$ cat src/hdl/vbpg_pkg.sv
// Package for the vector beam point generator: modes, opcodes, register indexes.
// No dependencies.
`default_nettype none
package vbpg_pkg;
  typedef enum logic [1:0] {
    OP_TICK = 2'd0, OP_MOVE = 2'd1, OP_LINE = 2'd2, OP_BAL = 2'd3
  } op_e;
  typedef enum logic [1:0] {
    MD_IDLE = 2'd0, MD_MOVE = 2'd1, MD_LINE = 2'd2, MD_BAL = 2'd3
  } mode_e;
  typedef enum logic [3:0] {
    ST_IDLE, ST_SQRT, ST_DIVN, ST_PT, ST_DIVX, ST_DIVY, ST_CLIP, ST_SUMX, ST_SUMY, ST_OUT
  } state_e;
  localparam logic [2:0] REG_XLO = 3'd0;
  localparam logic [2:0] REG_XHI = 3'd1;
  localparam logic [2:0] REG_YLO = 3'd2;
  localparam logic [2:0] REG_YHI = 3'd3;
  localparam logic [2:0] REG_OFX = 3'd4;
  localparam logic [2:0] REG_OFY = 3'd5;
  localparam logic [2:0] REG_SPC = 3'd6;
  localparam int ClampLim = 32767;
endpackage
`default_nettype wire

$ cat src/hdl/vbpg_serdiv.sv
// Bit-serial restoring divider, one quotient bit per cycle (unsigned).
// Depends on nothing.
`default_nettype none
module vbpg_serdiv #(
  parameter int W = 34
) (
  input  wire logic         clk_i,
  input  wire logic         rst_ni,
  input  wire logic         start_i,
  input  wire logic [W-1:0] num_i,
  input  wire logic [W-1:0] den_i,
  output logic              done_o,
  output logic [W-1:0]      quo_o
);
  localparam int CW = $clog2(W + 1);
  logic [W-1:0] rem_q, rem_d, quo_q, quo_d, den_q, den_d;
  logic [CW-1:0] cnt_q, cnt_d;
  logic run_q, run_d, done_q, done_d;
  logic [W:0] trial;

  always_comb begin
    rem_d = rem_q; quo_d = quo_q; den_d = den_q; cnt_d = cnt_q;
    run_d = run_q; done_d = 1'b0;
    trial = {rem_q, quo_q[W-1]} - {1'b0, den_q};
    if (start_i) begin
      rem_d = '0; quo_d = num_i; den_d = den_i; cnt_d = CW'(W); run_d = 1'b1;
    end else if (run_q) begin
      // shift in one numerator bit, subtract if it fits
      if (!trial[W]) begin
        rem_d = trial[W-1:0];
        quo_d = {quo_q[W-2:0], 1'b1};
      end else begin
        rem_d = {rem_q[W-2:0], quo_q[W-1]};
        quo_d = {quo_q[W-2:0], 1'b0};
      end
      cnt_d = cnt_q - 1'b1;
      if (cnt_q == CW'(1)) begin
        run_d = 1'b0; done_d = 1'b1;
      end
    end
  end

  always_ff @(posedge clk_i or negedge rst_ni) begin
    if (!rst_ni) begin
      run_q <= 1'b0; done_q <= 1'b0; cnt_q <= '0;
    end else begin
      run_q <= run_d; done_q <= done_d; cnt_q <= cnt_d;
    end
  end
  always_ff @(posedge clk_i) begin
    rem_q <= rem_d; quo_q <= quo_d; den_q <= den_d;
  end
  assign done_o = done_q;
  assign quo_o  = quo_q;
endmodule
`default_nettype wire

$ cat src/hdl/vbpg_sersqrt.sv
// Digit-serial integer square root, one result bit (two radicand bits) per cycle.
// Depends on nothing.
`default_nettype none
module vbpg_sersqrt (
  input  wire logic        clk_i,
  input  wire logic        rst_ni,
  input  wire logic        start_i,
  input  wire logic [33:0] rad_i,
  output logic             done_o,
  output logic [16:0]      root_o
);
  logic [33:0] rad_q, rad_d;
  logic [18:0] rem_q, rem_d;
  logic [16:0] root_q, root_d;
  logic [4:0] cnt_q, cnt_d;
  logic run_q, run_d, done_q, done_d;
  logic [18:0] sh, tr;

  always_comb begin
    rad_d = rad_q; rem_d = rem_q; root_d = root_q; cnt_d = cnt_q;
    run_d = run_q; done_d = 1'b0;
    sh = {rem_q[16:0], rad_q[33:32]};
    tr = {root_q, 2'b01};
    if (start_i) begin
      rad_d = rad_i; rem_d = '0; root_d = '0; cnt_d = 5'd17; run_d = 1'b1;
    end else if (run_q) begin
      rad_d = {rad_q[31:0], 2'b00};
      if (sh >= tr) begin
        rem_d = sh - tr; root_d = {root_q[15:0], 1'b1};
      end else begin
        rem_d = sh; root_d = {root_q[15:0], 1'b0};
      end
      cnt_d = cnt_q - 1'b1;
      if (cnt_q == 5'd1) begin
        run_d = 1'b0; done_d = 1'b1;
      end
    end
  end

  always_ff @(posedge clk_i or negedge rst_ni) begin
    if (!rst_ni) begin
      run_q <= 1'b0; done_q <= 1'b0; cnt_q <= '0;
    end else begin
      run_q <= run_d; done_q <= done_d; cnt_q <= cnt_d;
    end
  end
  always_ff @(posedge clk_i) begin
    rad_q <= rad_d; rem_q <= rem_d; root_q <= root_d;
  end
  assign done_o = done_q;
  assign root_o = root_q;
endmodule
`default_nettype wire

$ cat src/hdl/vector_beam_point_generator_unit.sv
// Top level of the vector beam point generator: command sequencer, clip and sums.
// Depends on vbpg_pkg, vbpg_sersqrt and vbpg_serdiv.
//
// Usage: items arrive on in_valid_i/in_ready_o (opcode_i, target_x_i, target_y_i),
// one result per item leaves on out_valid_o/out_ready_i. Configuration writes
// arrive on cfg_valid_i/cfg_ready_o (cfg_index_i, cfg_data_i); the user must
// write them only while idle, which the block does not enforce. Any command
// other than a line, and a tick while idle, goes straight to the result; a
// move tick goes through clip and sums (clip only when the point is clipped),
// a balance tick that forces a point through the sums and a check of the
// updated sums (straight to the result when the sums are already inside). A
// line command runs a 17-step serial square root and a 34-step serial divide.
// A line tick runs two 34-step serial divides for the interpolated x and y,
// then clip and sums, only clip when the point is clipped. The serial divider sets the rate.
// One item is in flight at a time; the next is taken the cycle after the
// result is transferred. A stalled receiver holds the result in the output
// register and the block waits with in_ready_o low.
// Reset: windows -16384..16383, offsets 0 and -2500, spacing 60, pen, sums
// and mode cleared; no clearing pass.
`default_nettype none
module vector_beam_point_generator_unit #(
  parameter int SUM_WIDTH    = 40,
  parameter int DWELL_POINTS = 5
) (
  input  wire logic               clk_i,
  input  wire logic               rst_ni,
  input  wire logic               in_valid_i,
  output logic                    in_ready_o,
  input  wire vbpg_pkg::op_e      opcode_i,
  input  wire logic signed [15:0] target_x_i,
  input  wire logic signed [15:0] target_y_i,
  output logic                    out_valid_o,
  input  wire logic               out_ready_i,
  output logic                    point_valid_o,
  output logic signed [15:0]      point_x_o,
  output logic signed [15:0]      point_y_o,
  output logic                    command_done_o,
  output logic                    rejected_o,
  output logic                    busy_res_o,
  input  wire logic               cfg_valid_i,
  output logic                    cfg_ready_o,
  input  wire logic [2:0]         cfg_index_i,
  input  wire logic [16:0]        cfg_data_i
);
  import vbpg_pkg::*;

  localparam int SW = SUM_WIDTH;
  localparam int DW = $clog2(DWELL_POINTS + 1);
  localparam logic signed [SW-1:0] SumHi = {1'b0, {(SW-1){1'b1}}};
  localparam logic signed [SW-1:0] SumLo = {1'b1, {(SW-1){1'b0}}};

  // configuration registers
  logic signed [15:0] xlo_q, xhi_q, ylo_q, yhi_q;
  logic signed [16:0] ofx_q, ofy_q;
  logic [11:0] spc_q;

  always_ff @(posedge clk_i or negedge rst_ni) begin
    if (!rst_ni) begin
      xlo_q <= -16'sd16384; xhi_q <= 16'sd16383;
      ylo_q <= -16'sd16384; yhi_q <= 16'sd16383;
      ofx_q <= '0; ofy_q <= -17'sd2500; spc_q <= 12'd60;
    end else if (cfg_valid_i) begin
      unique case (cfg_index_i)
        REG_XLO: xlo_q <= cfg_data_i[15:0];
        REG_XHI: xhi_q <= cfg_data_i[15:0];
        REG_YLO: ylo_q <= cfg_data_i[15:0];
        REG_YHI: yhi_q <= cfg_data_i[15:0];
        REG_OFX: ofx_q <= cfg_data_i;
        REG_OFY: ofy_q <= cfg_data_i;
        REG_SPC: spc_q <= cfg_data_i[11:0];
        default: ;
      endcase
    end
  end
  assign cfg_ready_o = 1'b1;

  // architectural state
  state_e st_q, st_d;
  mode_e md_q, md_d;
  logic signed [15:0] penx_q, penx_d, peny_q, peny_d, ssx_q, ssx_d, ssy_q, ssy_d;
  logic [16:0] cnt_q, cnt_d, idx_q, idx_d;
  logic [DW-1:0] dw_q, dw_d;
  logic signed [SW-1:0] sx_q, sx_d, sy_q, sy_d;
  // working registers
  logic signed [17:0] px_q, px_d, py_q, py_d;
  logic neg_q, neg_d, emit_q, emit_d, force_q, force_d;
  logic ov_q, ov_d, dn_q, dn_d, rj_q, rj_d, bz_q, bz_d;
  logic [33:0] dnum_q, dnum_d;
  logic [33:0] dden;

  // serial units
  logic sq_start, sq_done, dv_start, dv_done;
  logic [33:0] sq_rad, dv_quo;
  logic [16:0] sq_root;
  logic signed [16:0] ddx, ddy;
  logic [16:0] adx, ady;

  assign ddx = 17'(target_x_i) - 17'(penx_q);
  assign ddy = 17'(target_y_i) - 17'(peny_q);
  assign adx = ddx[16] ? 17'(-ddx) : ddx;
  assign ady = ddy[16] ? 17'(-ddy) : ddy;
  assign sq_rad = 34'(adx * adx) + 34'(ady * ady);

  // the divider loads its numerator in the same cycle that start is raised
  vbpg_sersqrt u_sqrt (.clk_i, .rst_ni, .start_i(sq_start), .rad_i(sq_rad),
                       .done_o(sq_done), .root_o(sq_root));
  vbpg_serdiv #(.W(34)) u_div (.clk_i, .rst_ni, .start_i(dv_start), .num_i(dnum_d),
                               .den_i(dden), .done_o(dv_done), .quo_o(dv_quo));

  // signed products for interpolation: x in ST_PT, y once the x divide is done
  logic signed [16:0] dlt;
  logic signed [34:0] prod;
  logic [33:0] aprod;
  logic signed [17:0] qs;
  logic signed [SW-1:0] addend, sacc, ssum;
  logic signed [SW:0] wsum;
  logic signed [17:0] cx, cy;
  logic [SW-1:0] csrc;
  logic signed [15:0] clampv;
  logic outside;

  assign qs = neg_q ? -$signed({1'b0, dv_quo[16:0]}) : $signed({1'b0, dv_quo[16:0]});
  assign outside = (sx_q <= SW'(xlo_q)) || (sx_q >= SW'(xhi_q)) ||
                   (sy_q <= SW'(ylo_q)) || (sy_q >= SW'(yhi_q));

  always_comb begin
    st_d = st_q; md_d = md_q;
    penx_d = penx_q; peny_d = peny_q; ssx_d = ssx_q; ssy_d = ssy_q;
    cnt_d = cnt_q; idx_d = idx_q; dw_d = dw_q; sx_d = sx_q; sy_d = sy_q;
    px_d = px_q; py_d = py_q; neg_d = neg_q; emit_d = emit_q; force_d = force_q;
    ov_d = ov_q; dn_d = dn_q; rj_d = rj_q; bz_d = bz_q;
    dnum_d = dnum_q;
    sq_start = 1'b0; dv_start = 1'b0;
    dden = {17'd0, cnt_q};
    dlt = '0; prod = '0; aprod = '0;
    addend = '0; sacc = '0; wsum = '0; ssum = '0;
    cx = '0; cy = '0; csrc = '0; clampv = '0;
    in_ready_o = 1'b0;
    unique case (st_q)
      ST_IDLE: begin
        in_ready_o = 1'b1;
        if (in_valid_i) begin
          dn_d = 1'b0; rj_d = 1'b0; bz_d = 1'b1;
          emit_d = 1'b0; force_d = 1'b0; st_d = ST_OUT;
          if (opcode_i != OP_TICK) begin
            if (md_q != MD_IDLE) rj_d = 1'b1;
            else if (opcode_i == OP_MOVE) begin
              ssx_d = penx_q; ssy_d = peny_q; penx_d = target_x_i; peny_d = target_y_i;
              dw_d = '0; idx_d = '0; md_d = MD_MOVE;
            end else if (opcode_i == OP_LINE) begin
              // hold targets in the point regs until the length is known
              px_d = 18'(target_x_i); py_d = 18'(target_y_i);
              sq_start = 1'b1; st_d = ST_SQRT;
            end else md_d = MD_BAL;
          end else begin
            unique case (md_q)
              MD_IDLE: bz_d = 1'b0;
              MD_MOVE: begin
                px_d = (idx_q == '0) ? 18'(ssx_q) : 18'(penx_q);
                py_d = (idx_q == '0) ? 18'(ssy_q) : 18'(peny_q);
                emit_d = 1'b1; st_d = ST_CLIP;
                if (dw_q == DW'(DWELL_POINTS - 1)) begin
                  dw_d = '0;
                  if (idx_q == '0) idx_d = 17'd1;
                  else dn_d = 1'b1;
                end else dw_d = dw_q + 1'b1;
              end
              MD_LINE: begin
                emit_d = 1'b1; st_d = ST_PT;
              end
              MD_BAL: begin
                if (outside) begin
                  emit_d = 1'b1; force_d = 1'b1; st_d = ST_SUMX;
                  csrc = sx_q;
                end else begin
                  dn_d = 1'b1; st_d = ST_OUT;
                end
              end
              default: ;
            endcase
          end
        end
      end
      ST_SQRT: if (sq_done) begin
        dnum_d = {17'd0, sq_root};
        dv_start = 1'b1; st_d = ST_DIVN;
        dden = {22'd0, (spc_q == '0) ? 12'd1 : spc_q};
      end
      ST_DIVN: begin
        dden = {22'd0, (spc_q == '0) ? 12'd1 : spc_q};
        if (dv_done) begin
          cnt_d = (dv_quo[16:0] == '0) ? 17'd1 : dv_quo[16:0];
          idx_d = '0; ssx_d = penx_q; ssy_d = peny_q;
          penx_d = px_q[15:0]; peny_d = py_q[15:0]; md_d = MD_LINE; st_d = ST_OUT;
        end
      end
      ST_PT: begin
        // x product magnitude, divide by count
        dlt = 17'(penx_q) - 17'(ssx_q);
        prod = dlt * $signed({1'b0, idx_q});
        neg_d = prod[34];
        aprod = prod[34] ? 34'(-prod) : prod[33:0];
        dnum_d = aprod; dv_start = 1'b1; st_d = ST_DIVX;
      end
      ST_DIVX: if (dv_done) begin
        px_d = 18'(ssx_q) + qs;
        dlt = 17'(peny_q) - 17'(ssy_q);
        prod = dlt * $signed({1'b0, idx_q});
        neg_d = prod[34];
        aprod = prod[34] ? 34'(-prod) : prod[33:0];
        dnum_d = aprod; dv_start = 1'b1; st_d = ST_DIVY;
      end
      ST_DIVY: if (dv_done) begin
        py_d = 18'(ssy_q) + qs;
        if (idx_q >= cnt_q) dn_d = 1'b1;
        else idx_d = idx_q + 1'b1;
        st_d = ST_CLIP;
      end
      ST_CLIP: begin
        cx = px_q + 18'(ofx_q); cy = py_q + 18'(ofy_q);
        px_d = cx; py_d = cy;
        if (cx < 18'(xlo_q) || cx > 18'(xhi_q) || cy < 18'(ylo_q) || cy > 18'(yhi_q)) begin
          emit_d = 1'b0; st_d = ST_OUT;
        end else st_d = ST_SUMX;
      end
      ST_SUMX: begin
        if (force_q) begin
          csrc = sx_q;
          clampv = ($signed(csrc) > SW'(ClampLim)) ? -16'sd32767 :
                   ($signed(csrc) < -SW'(ClampLim)) ? 16'sd32767 : 16'(-$signed(csrc));
          px_d = 18'(clampv);
          csrc = sy_q;
          clampv = ($signed(csrc) > SW'(ClampLim)) ? -16'sd32767 :
                   ($signed(csrc) < -SW'(ClampLim)) ? 16'sd32767 : 16'(-$signed(csrc));
          py_d = 18'(clampv);
          addend = SW'(px_d);
        end else addend = SW'(px_q);
        sacc = sx_q;
        wsum = (SW+1)'(sacc) + (SW+1)'(addend);
        ssum = (wsum[SW] != wsum[SW-1]) ? (wsum[SW] ? SumLo : SumHi) : wsum[SW-1:0];
        sx_d = ssum; st_d = ST_SUMY;
      end
      ST_SUMY: begin
        addend = SW'(py_q); sacc = sy_q;
        wsum = (SW+1)'(sacc) + (SW+1)'(addend);
        ssum = (wsum[SW] != wsum[SW-1]) ? (wsum[SW] ? SumLo : SumHi) : wsum[SW-1:0];
        sy_d = ssum; st_d = ST_OUT; ov_d = force_q;
      end
      ST_OUT: begin
        // balance finishes once the updated sums are inside
        if (ov_q) begin
          ov_d = 1'b0;
          if (!outside) dn_d = 1'b1;
        end else if (out_ready_i) begin
          if (dn_q) begin md_d = MD_IDLE; idx_d = '0; end
          st_d = ST_IDLE;
        end
      end
      default: st_d = ST_IDLE;
    endcase
  end

  always_ff @(posedge clk_i or negedge rst_ni) begin
    if (!rst_ni) begin
      st_q <= ST_IDLE; md_q <= MD_IDLE;
      penx_q <= '0; peny_q <= '0; ssx_q <= '0; ssy_q <= '0;
      cnt_q <= '0; idx_q <= '0; dw_q <= '0; sx_q <= '0; sy_q <= '0;
      ov_q <= 1'b0; emit_q <= 1'b0; force_q <= 1'b0;
      dn_q <= 1'b0; rj_q <= 1'b0; bz_q <= 1'b0;
    end else begin
      st_q <= st_d; md_q <= md_d;
      penx_q <= penx_d; peny_q <= peny_d; ssx_q <= ssx_d; ssy_q <= ssy_d;
      cnt_q <= cnt_d; idx_q <= idx_d; dw_q <= dw_d; sx_q <= sx_d; sy_q <= sy_d;
      ov_q <= ov_d; emit_q <= emit_d; force_q <= force_d;
      dn_q <= dn_d; rj_q <= rj_d; bz_q <= bz_d;
    end
  end
  always_ff @(posedge clk_i) begin
    px_q <= px_d; py_q <= py_d; neg_q <= neg_d; dnum_q <= dnum_d;
  end

  assign out_valid_o    = (st_q == ST_OUT) && !ov_q;
  assign point_valid_o  = emit_q;
  assign point_x_o      = emit_q ? px_q[15:0] : 16'sd0;
  assign point_y_o      = emit_q ? py_q[15:0] : 16'sd0;
  assign command_done_o = dn_q;
  assign rejected_o     = rj_q;
  assign busy_res_o     = bz_q && !dn_q;

  // assertions
  a_one_item: assert property (@(posedge clk_i) disable iff (!rst_ni)
    in_ready_o |-> !out_valid_o) else $error("input taken while result pending");
  a_rej_nopt: assert property (@(posedge clk_i) disable iff (!rst_ni)
    out_valid_o && rejected_o |-> !point_valid_o && !command_done_o)
    else $error("rejected result carries a point");
  a_done_idle: assert property (@(posedge clk_i) disable iff (!rst_ni)
    out_valid_o && out_ready_i && command_done_o |=> md_q == MD_IDLE)
    else $error("mode not idle after done");
endmodule
`default_nettype wire
$ cat config.mk
export PLATFORM = sky130hd
export DESIGN_NAME = vector_beam_point_generator_unit
export DESIGN_NICKNAME = d
export VERILOG_FILES = /design/src/hdl/vbpg_pkg.sv /design/src/hdl/vbpg_serdiv.sv /design/src/hdl/vbpg_sersqrt.sv /design/src/hdl/vector_beam_point_generator_unit.sv
export SDC_FILE = /design/constraint.sdc
export NUM_CORES = 2
export LEC_CHECK = 0
export BUFFER_PORTS_ARGS = -buffer_cell sky130_fd_sc_hd__buf_2
export CORE_ASPECT_RATIO = 1.5
export CORE_MARGIN = 5
export CORE_UTILIZATION = 43
export DETAILED_ROUTE_END_ITERATION = 6
export MAX_ROUTING_LAYER = met4
export PLACE_DENSITY = 0.56
export SYNTH_ARGS = -nofsm -noshare
export SYNTH_HDL_FRONTEND = slang
export SYNTH_SLANG_ARGS = --single-unit
export TNS_END_PERCENT = 20
$ cat constraint.sdc
create_clock -name clk_i -period 14.7 [get_ports clk_i]
set_input_delay 2.94 -clock clk_i [delete_from_list [all_inputs] [get_ports clk_i]]
set_output_delay 2.94 -clock clk_i [all_outputs]
set_load 0.03 [all_outputs]
==> flow_summary.json <==
{
  "clk_path_buf_depth": 3,
  "h-tree-depth": 2,
  "syn_avg_cell_area_um2": 8.66,
  "cts-resized-gates": 0,
  "finalHoldViolations": 0,
  "final_nets": 11200,
  "crit_path_end_kind": "flip-flop",
  "cpMostUsedCell": "fa_1",
  "hold_class": "flip-flop to flip-flop",
  "area_delta_synth_final_pct": 7.24,
  "cts.sinks": 523,
  "synthTopCellsByArea": "fa_1 (23%), ha_1 (15%), dfrtp_1 (8.4%)",
  "cp-start-kind": "primary input",
  "max_slew_margin": 0.143,
  "die_w_um": 363,
  "grt.total_usage": 0.267,
  "ant_nets": 0,
  "timing.hold.ws_ns": 0.470,
  "synth_async_sr_flop_share": 0.608,
  "totalWireLength_mm": 257,
  "numPortBuffers": 96,
  "arrival_ns": 14.55,
  "tightest_slew_ns": 1.28,
  "finalWeightedCongestion": 0.948,
  "dp_hpwl_mm": 209,
  "holdBufCountCts": 0,
  "dr.pass1.iters": 7,
  "drv_slew": 0,
  "drt_iter0_drc": 4216,
  "dieArea_mm2": 0.196,
  "crit_fanout": 15,
  "drive_above_1_share": 0.0666,
  "status": "complete, but fails checks",
  "worstPathRequired_ns": 15.09,
  "fin_crit_sh": 0.963,
  "setup_viol": 0,
  "min_period_ns": 14.16,
  "syn_inst": 9277,
  "yosysUniqueCellTypes": 96,
  "synth-edff-count": 122,
  "cp_slowest_stage_delay_ns": 0.60,
  "yosysTopAreaCell": "fa_1",
  "drc": 1,
  "rsz0062_at_grt": "no",
  "ios": 98,
  "cts_tree": "done",
  "synth_area_mm2": 0.0803,
  "overflow": 0,
  "ys_seq_elements": 523,
  "grt_pass1_vias": 68400,
  "critPathSlowestCell": "a2111oi_1",
  "final_core_util": 0.463,
  "core_mm2": 0.186,
  "via_per_inst": 5.58,
  "violations": "DRC",
  "yosys_warnings": 0,
  "numCtsBuffers": 60,
  "ys.flop_type": "dfrtp_1",
  "initial_core_util": 0.432,
  "wl_per_cell_um": 21.8,
  "clk_pin_slew_ns": 0.08,
  "clk_latency_ns": 0.71,
  "fin_skew_ns": 0.0686,
  "post-cts-setup-buffers": 0,
  "crit_type": "primary input to flip-flop",
  "cap_viol_max_count": 0,
  "fmaxAchievable_ghz": 0.0706,
  "synthDominantCellAreaShare": 0.226,
  "seq_area_frac_synth": 0.166,
  "antenna_found_initial": 7,
  "cts_root_buf": "clkbuf_16",
  "grt_pass1_wl_mm": 397,
  "rows": 194,
  "grt_max_degree": 106,
  "via_count": 65600,
  "die_height_um": 539
}
[worst paths after layout]
| check | startpoint | end | slack [ns] | depth (start not counted) |
|---|---|---|---|---|
| max | target_y_i[0] | u_sqrt.rad_q[33] | 0.54 | 40 |
| min | dnum_q[16] | dnum_q[16] | 0.47 | 1 |
| max reg2reg | penx_q[0] | u_div.quo_o[16] | 2.60 | 38 |
| min reg2reg | dnum_q[16] | dnum_q[16] | 0.47 | 1 |
| max in group asynchronous | rst_ni | sx_q[20] | 10.28 | 3 |
| min in group asynchronous | rst_ni | sy_q[35] | 2.26 | 1 |
[cell families (layout without fill, tap and decap cells)]
| kind of cell | after synthesis | count (layout) | synth area share |
|---|---|---|---|
| xor+xnor | 449 | 449 | 0.0490 |
| fa+ha+maj | 1906 | 1906 | 0.381 |
| other cells | 2 | 26 | 0.0000935 |
| buf+inv | 1804 | 1812 | 0.0846 |
| compound gates | 1777 | 1777 | 0.140 |
| mux | 181 | 181 | 0.0241 |
| flops | 523 | 523 | 0.166 |
| simple gates | 2635 | 2635 | 0.155 |
[stage by stage]
stage	setup TNS [ns]	setup WS [ns]	std cells	area, um^2
2_1_floorplan	0	1.27	9300	80400
3_3_place_gp	-0.780	-0.403	11600	84000
3_5_place_dp	-1.26	-0.550	11600	84000
4_1_cts	0	0.199	11800	86100
5_1_grt	0	0.0390	11800	86100
6_report	0	0.540	11800	86100
[per-layer routing]
layer / vias to the layer above / global-route usage / wire (um)
met2: 1535 / 0.484 / 135000
met4: 0 / 0.108 / 12500
met5: - / - / 0
li1: 30700 / - / -
met3: 467 / 0.0191 / 9560
met1: 32900 / 0.304 / 99900
[registers in the layout, indices dropped and copies added, names as in the netlist, 18 cells and up]
register,count
u_div.quo_o,34
px_q,18
u_div.rem_q,34
sy_q,40
py_q,18
sx_q,40
u_sqrt.rad_q,34
[cell type report]
type	count	area, um^2
fillers	18200	99800
multi-input cells	6973	60500
flip-flops and latches	523	13300
inverters	1452	5450
well taps	2450	3070
clock buffers	79	1730
repair buffers	246	1620
clock inverters	35	388
diodes	1	2.50
[cell usage after synthesis (49+ instances only)]
cell	n
o21a_1	88
nand2_1	859
clkbuf_1	336
dfxtp_1	83
nor3_1	134
nand4_1	82
xor2_1	161
mux2_2	98
nand3_1	121
mux2i_1	83
xnor2_1	288
nor4_1	58
dfrtp_1	271
or2_2	49
inv_1	1437
o21ai_0	498
and2_1	207
a21oi_1	439
a21o_1	204
nand2b_1	100
nor2b_1	142
fa_1	907
a211oi_1	74
and3_1	60
ha_1	964
edfxtp_1	122
nor2_1	697
[worst max-delay path, delay by kind of cell]
family	cells	cell delay, ns
XOR/XNOR	2	0.40
AO/OA/AOI/OAI	12	3.45
adder cells (fa/ha/maj)	11	4.81
buffers and inverters	9	1.41
AND/OR/NAND/NOR	6	1.52
[cell usage in the layout (no fill, tap or decap), drive strengths merged, types with 246 or more instances in the layout]
| cell | count |
|---|---|
| xnor2 | 288 |
| dfrtp | 271 |
| nor2 | 697 |
| buf | 246 |
| inv | 1445 |
| a21oi | 439 |
| nand2 | 859 |
| ha | 964 |
| o21ai | 502 |
| fa | 907 |
Power is left out: the tool's default activity adds up to more than one toggle a clock period on the data nets, which glitch-free logic cannot reach.
